`src/rtl/mcc_pkg.sv`:
```
// Shared types, constants and functions of the mnemonic checksum codec.
// No dependencies; mcc_sha, mcc_ctrl, mcc_datapath and the top import this package.
package mcc_pkg;

	localparam int MCC_MAX_WORDS = 24;
	localparam int MCC_MIN_WORDS = 12;
	localparam int IDX_W = 11;
	localparam int WL_DEPTH = 2048;
	localparam int TEXT_W = 64;
	localparam int CNT_W = 5;
	localparam int GEN_WORDS = 12;
	localparam int GEN_BYTES = 16;
	localparam int BYTE_SAT = 31;
	localparam int VEC_MAX = 264;
	localparam int BLK_W = 512;

	localparam logic [1:0] OP_LOAD = 2'd0;
	localparam logic [1:0] OP_CHECK = 2'd1;
	localparam logic [1:0] OP_GEN = 2'd2;

	typedef enum logic [2:0] {
		ST_OK = 3'd0,
		ST_UNKNOWN = 3'd1,
		ST_BAD_COUNT = 3'd2,
		ST_MISMATCH = 3'd3,
		ST_BAD_LEN = 3'd4
	} status_t;

	typedef enum logic [3:0] {
		S_IDLE,
		S_SRCH_ADDR,
		S_SRCH_CMP,
		S_AFTER,
		S_VERD,
		S_CHK_SHA,
		S_EMIT_V,
		S_GEN_CHK,
		S_GEN_ERR,
		S_GEN_SHA,
		S_GEN_RD,
		S_GEN_OUT
	} state_t;

	typedef struct packed {
		logic load_wr;
		logic accept;
		logic take_word;
		logic set_ovf;
		logic take_byte;
		logic probe;
		logic narrow;
		logic store_idx;
		logic set_unk;
		logic sha_chk;
		logic sha_gen;
		logic gen_load;
		logic gen_rd;
		logic emit_verdict;
		logic emit_err;
		logic emit_word;
		logic clr_check;
		logic clr_gen;
	} cmd_t;

	typedef struct packed {
		logic can_search;
		logic at_max;
		logic range_open;
		logic hit;
		logic last;
		logic need_sha;
		logic sha_done;
		logic out_free;
		logic gen_final;
		logic len_ok;
	} sts_t;

	function automatic logic [31:0] sha_iv(input logic [2:0] i);
		logic [31:0] r;
		case (i)
			3'd0: r = 32'h6a09e667;
			3'd1: r = 32'hbb67ae85;
			3'd2: r = 32'h3c6ef372;
			3'd3: r = 32'ha54ff53a;
			3'd4: r = 32'h510e527f;
			3'd5: r = 32'h9b05688c;
			3'd6: r = 32'h1f83d9ab;
			default: r = 32'h5be0cd19;
		endcase
		return r;
	endfunction

	function automatic logic [31:0] sha_k(input logic [5:0] i);
		logic [31:0] r;
		case (i)
			6'd0: r = 32'h428a2f98;  6'd1: r = 32'h71374491;
			6'd2: r = 32'hb5c0fbcf;  6'd3: r = 32'he9b5dba5;
			6'd4: r = 32'h3956c25b;  6'd5: r = 32'h59f111f1;
			6'd6: r = 32'h923f82a4;  6'd7: r = 32'hab1c5ed5;
			6'd8: r = 32'hd807aa98;  6'd9: r = 32'h12835b01;
			6'd10: r = 32'h243185be; 6'd11: r = 32'h550c7dc3;
			6'd12: r = 32'h72be5d74; 6'd13: r = 32'h80deb1fe;
			6'd14: r = 32'h9bdc06a7; 6'd15: r = 32'hc19bf174;
			6'd16: r = 32'he49b69c1; 6'd17: r = 32'hefbe4786;
			6'd18: r = 32'h0fc19dc6; 6'd19: r = 32'h240ca1cc;
			6'd20: r = 32'h2de92c6f; 6'd21: r = 32'h4a7484aa;
			6'd22: r = 32'h5cb0a9dc; 6'd23: r = 32'h76f988da;
			6'd24: r = 32'h983e5152; 6'd25: r = 32'ha831c66d;
			6'd26: r = 32'hb00327c8; 6'd27: r = 32'hbf597fc7;
			6'd28: r = 32'hc6e00bf3; 6'd29: r = 32'hd5a79147;
			6'd30: r = 32'h06ca6351; 6'd31: r = 32'h14292967;
			6'd32: r = 32'h27b70a85; 6'd33: r = 32'h2e1b2138;
			6'd34: r = 32'h4d2c6dfc; 6'd35: r = 32'h53380d13;
			6'd36: r = 32'h650a7354; 6'd37: r = 32'h766a0abb;
			6'd38: r = 32'h81c2c92e; 6'd39: r = 32'h92722c85;
			6'd40: r = 32'ha2bfe8a1; 6'd41: r = 32'ha81a664b;
			6'd42: r = 32'hc24b8b70; 6'd43: r = 32'hc76c51a3;
			6'd44: r = 32'hd192e819; 6'd45: r = 32'hd6990624;
			6'd46: r = 32'hf40e3585; 6'd47: r = 32'h106aa070;
			6'd48: r = 32'h19a4c116; 6'd49: r = 32'h1e376c08;
			6'd50: r = 32'h2748774c; 6'd51: r = 32'h34b0bcb5;
			6'd52: r = 32'h391c0cb3; 6'd53: r = 32'h4ed8aa4a;
			6'd54: r = 32'h5b9cca4f; 6'd55: r = 32'h682e6ff3;
			6'd56: r = 32'h748f82ee; 6'd57: r = 32'h78a5636f;
			6'd58: r = 32'h84c87814; 6'd59: r = 32'h8cc70208;
			6'd60: r = 32'h90befffa; 6'd61: r = 32'ha4506ceb;
			6'd62: r = 32'hbef9a3f7; default: r = 32'hc67178f2;
		endcase
		return r;
	endfunction

endpackage

```
`src/rtl/mcc_ctrl.sv`:
```
// Sequencing state machine of the mnemonic checksum codec.
// Depends on mcc_pkg for the state, command and status types.
module mcc_ctrl
	import mcc_pkg::*;
(
	input  logic       clk,
	input  logic       arst_n,
	input  logic       in_valid,
	input  logic [1:0] in_op,
	input  logic       in_last,
	output logic       in_ready,
	input  sts_t       sts,
	output cmd_t       cmd
);

	state_t state_q, state_d;

	always_ff @(posedge clk or negedge arst_n) begin
		if (!arst_n) begin
			state_q <= S_IDLE;
		end else begin
			state_q <= state_d;
		end
	end

	always_comb begin
		state_d = state_q;
		case (state_q)
			S_IDLE: begin
				if (in_valid) begin
					if (in_op == OP_CHECK) begin
						if (sts.can_search) state_d = S_SRCH_ADDR;
						else if (in_last) state_d = S_VERD;
					end else if (in_op == OP_GEN && in_last) begin
						state_d = S_GEN_CHK;
					end
				end
			end
			S_SRCH_ADDR: state_d = sts.range_open ? S_SRCH_CMP : S_AFTER;
			S_SRCH_CMP: state_d = sts.hit ? S_AFTER : S_SRCH_ADDR;
			S_AFTER: state_d = sts.last ? S_VERD : S_IDLE;
			S_VERD: state_d = sts.need_sha ? S_CHK_SHA : S_EMIT_V;
			S_CHK_SHA: if (sts.sha_done) state_d = S_EMIT_V;
			S_EMIT_V: if (sts.out_free) state_d = S_IDLE;
			S_GEN_CHK: state_d = sts.len_ok ? S_GEN_SHA : S_GEN_ERR;
			S_GEN_ERR: if (sts.out_free) state_d = S_IDLE;
			S_GEN_SHA: if (sts.sha_done) state_d = S_GEN_RD;
			S_GEN_RD: state_d = S_GEN_OUT;
			S_GEN_OUT: begin
				if (sts.out_free) state_d = sts.gen_final ? S_IDLE : S_GEN_RD;
			end
			default: state_d = S_IDLE;
		endcase
	end

	always_comb begin
		cmd = '0;
		in_ready = 1'b0;
		case (state_q)
			S_IDLE: begin
				in_ready = 1'b1;
				if (in_valid) begin
					cmd.accept = 1'b1;
					if (in_op == OP_LOAD) begin
						cmd.load_wr = 1'b1;
					end else if (in_op == OP_CHECK) begin
						cmd.take_word = sts.can_search;
						cmd.set_ovf = sts.at_max;
					end else if (in_op == OP_GEN) begin
						cmd.take_byte = 1'b1;
					end
				end
			end
			S_SRCH_ADDR: begin
				cmd.probe = sts.range_open;
				cmd.set_unk = !sts.range_open;
			end
			S_SRCH_CMP: begin
				cmd.store_idx = sts.hit;
				cmd.narrow = !sts.hit;
			end
			S_VERD: cmd.sha_chk = sts.need_sha;
			S_EMIT_V: begin
				cmd.emit_verdict = sts.out_free;
				cmd.clr_check = sts.out_free;
			end
			S_GEN_CHK: begin
				cmd.clr_gen = 1'b1;
				cmd.sha_gen = sts.len_ok;
			end
			S_GEN_ERR: cmd.emit_err = sts.out_free;
			S_GEN_SHA: cmd.gen_load = sts.sha_done;
			S_GEN_RD: cmd.gen_rd = 1'b1;
			S_GEN_OUT: cmd.emit_word = sts.out_free;
			default: cmd = '0;
		endcase
	end

endmodule

```
`config.mk`:
```
export PLATFORM = sky130hd
export DESIGN_NAME = mcc_ctrl
export DESIGN_NICKNAME = d
export VERILOG_FILES = /design/src/rtl/mcc_pkg.sv /design/src/rtl/mcc_ctrl.sv
export SDC_FILE = /design/constraint.sdc
export NUM_CORES = 1
export LEC_CHECK = 0
export ABC_AREA = 1
export BUFFER_PORTS_ARGS = -buffer_cell sky130_fd_sc_hd__clkbuf_2
export CORE_MARGIN = 2
export CORE_UTILIZATION = 38
export CTS_BUF_LIST = sky130_fd_sc_hd__clkbuf_16
export DETAILED_ROUTE_END_ITERATION = 12
export HOLD_SLACK_MARGIN = 0.15
export PLACE_DENSITY_LB_ADDON = 0.12
export RECOVER_POWER = 25
export SKIP_CTS_REPAIR_TIMING = 1
export SLEW_MARGIN = 10
export SYNTH_ARGS = -nofsm -noshare
export SYNTH_HDL_FRONTEND = slang
export SYNTH_SLANG_ARGS = --single-unit
```
`constraint.sdc`:
```
create_clock -name clk -period 2.9 [get_ports clk]
set_input_delay 0.435 -clock clk [delete_from_list [all_inputs] [get_ports clk]]
set_output_delay 0.435 -clock clk [all_outputs]
set_load 0.01 [all_outputs]
```
==> results by group <==
Setup path
  • CP Launch Type: flip-flop
  • Worst path max stage delay: 0.48 ns
  • Top Family by Delay on Critical Path: simple AND/OR/NAND/NOR gates
  • Critical path peak fanout: 8
  • CP cell instances: nor2_4 -> nand2_4 -> nor2_2 -> inv_2 -> nor3_1 -> clkbuf_2
  • Critical Path AT: between 1.5 and 2 ns
  • End of the worst register-to-register path: state_q[2]
  • WP data required: 2.47 ns
  • FF-to-FF path depth: 8
  • R2r startpoint: state_q[1]
  • R2r setup slk: between 1 and 1.5 ns
  • Setup crit end kind: output pin
  • Crit path buffers/inverters: 2
  • Slowest CP cell: dfrtp_1
  • Worst setup path class: reg2out

Min path
  • Worst Hold Class: reg2reg
  • Hold Crit Depth: 2
  • Hold Path End: state_q[3]
  • Worst hold start: state_q[3]

Yosys
  • Syn_nets: 139
  • Register area share after synthesis: 15.36%
  • Warnings, synthesis: 0
  • Synth Area per Inst: 5.300 µm²
  • Ranking of synthesized cells by area: nand2_1 (22%), dfrtp_1 (15%), nor2_1 (10%), inv_1 (9.8%), nand3_1 (9.2%)
  • Flop and latch count out of synthesis: 4
  • Mapped Area: 651.9 µm²
  • Yosys top cell area share: between 20% and 30%
  • Synth unique cells: 19
  • Leading area contributor after synthesis: nand2_1
  • Syn Inst Count: 123

Clocking
  • Clk slew on worst S/H paths: 0.03 ns
  • Skew-Pair Late Insertion Delay: 0.22 ns
  • CTS tree: built
  • TritonCTS Buffers: 3
  • H-tree levels: 1
  • Clock Tree Root: clkbuf_16
  • Clock buffer depth: 2
  • Num Clock Sinks: 4

Timing
  • Fin Setup TNS: 0 ns
  • RSZ-0062 raised after global routing: false
  • Final Skew: 0.001656 ns
  • Fmax: 506.5 MHz
  • Final Hold Slack: approximately 0.58 ns
  • Min Tclk post-route: 1.975 ns
  • Worst Max-Slew Pin Slew: 0.3237 ns
  • Final number of hold-violating endpoints: 0
  • Final period utilization: slightly below 70%
  • Slack of the critical path: roughly 0.9 ns
  • Relative slew slack: 78.42%
  • Max Slew Vio Count: 0
  • Final setup fails: 0

Cells and area
  • Ant diodes: 0
  • Reg with most FFs: state_q
  • Nets: 176
  • Layout cells sized above 1: 33.54%
  • Fill count: 160
  • Final instance area: 898.4 µm²
  • Top flop regs: state_q (4)
  • Final cell count without fillers: roughly 170
  • Final core occ: 57.62%
  • Footprint of the multi-input gates: 437.9 µm²
  • FF+latch area: approximately 100 µm²
  • Max reg flops: 4
  • Area growth syn-to-layout: 37.81%

Route
  • Final antenna-violating net count: 0
  • WL final: 1.715 mm
  • Vias per cell: 4.724
  • Initial DRT Pass Iterations: 4
  • Wirelength per Cell: 9.856 µm
  • Drt drc: 0
  • Via count: between 800 and 900
  • DRT iter0 DRCs: 31

Flow run
  • Max Cap Viol: 0

Floorplan
  • I/O Pins: 35
  • Cell Rows: 14
  • Core ar.: 0.001559 mm²
  • Die Wd: between 40 and 50 µm
  • Initial Util: 41.81%
  • Die H: ~45 µm
  • Die area: slightly above 0.002 mm²

Placement
  • Gpl congestion: 0.8604
  • Setup WS pre-CTS: 1.147 ns
  • Dpl cells: 170
  • Post-DP HPWL: 1.439 mm
  • DP Area: 819.5 µm²
  • I/O Buffers: 34

Outcome
  • Status: finished, final reports clean

Power and ir drop
  • Overall power: 0.8001 mW
  • Power per Cell Area: 890.7 mW/mm²
  • Peak supply drop: 0.5429 mV
  • P_leak: 0.5825 nW

Global route
  • All-Layer GR Usage: a little under a fifth
  • Largest net degree at the start of global routing: 9
  • First-pass GRT wire length: about 2.7 mm
  • Vias in the first global route: approximately 700
  • Initial antenna violation count: 0
  • Congestion Overflow GR: 0
-- cells by family (layout without fill, tap and decap cells) --
family | count (synthesis) | in the layout | synth area share (%)
and+or+nand+nor | 90 | 90 | 65.64
buffers and inverters | 26 | 61 | 16.70
DFF | 4 | 4 | 15.36
AOI/OAI and AO/OA | 3 | 3 | 2.301
-- worst register-to-register path, cell delays in order, from the launching register on --
cell and delay, ns:
dfrtp_1 0.52, inv_1 0.12, nor2_1 0.24, nand2_2 0.12
nand3_2 0.07, nand2_2 0.07, nand3_1 0.16, nand2_1 0.08
nand2_1 0.06
-- layout make-up --
type,count,area share (%)
Multi-Input combinational cell,93,48.75
Inverter,23,9.610
Clock buffer,3,8.357
Timing Repair Buffer,35,19.92
Sequential cell,4,11.14
Tap cell,16,2.228
-- power breakdown --
group	internal, mW	leakage, nW	total (mW)	switching (mW)
Combinational	0.163	0.495	0.456	0.293
Clock	0.176	0.0370	0.210	0.0338
Sequential	0.0810	0.0507	0.135	0.0537
Total	0.420	0.583	0.800	0.381
-- how the worst max path moves through the flow --
stage / start / depth (start not counted) / slack [ns] / end
final: state_q[1] / 6 / 0.93 / cmd[17]
after global routing: state_q[1] / 5 / 0.79 / cmd[4]
after CTS: state_q[1] / 6 / 0.90 / cmd[17]
after detailed placement: state_q[1] / 6 / 1.15 / cmd[17]
after global placement: state_q[1] / 6 / 1.21 / cmd[13]
after floorplan: state_q[1] / 6 / 1.21 / cmd[13]
-- cells in the mapped netlist (all sizes together) --
master  instances
a21oi           1
buf             3
dfrtp           4
inv            23
nand2          42
nand3          14
nand3b          1
nand4           3
nor2           25
nor3            3
nor4            2
o21ai           2
-- cell usage in the layout, fill, tap and decap left out --
cell type      count
a21oi_1            1
clkbuf_1           1
clkbuf_16          3
clkbuf_2          33
dfrtp_1            4
dlygate4sd3_1      1
inv_1             18
inv_2              5
nand2_1           38
nand2_2            3
nand2_4            1
nand3_1           13
nand3_2            1
nand3b_1           1
nand4_1            3
nor2_1            18
nor2_2             5
nor2_4             2
nor3_1             3
nor4_1             2
o21ai_0            1
o21ai_1            1
-- layer usage --
metal / vias up / routed length [µm] / global-route usage (%)
met5: - / 0 / 0
met1: 333 / 800 / 24.27
met4: 0 / 0 / 3.529
met3: 0 / 169 / 5.952
met2: 38 / 745 / 29.30
li1: 451 / - / -
No activity file was read; power rests on OpenSTA's default activity.
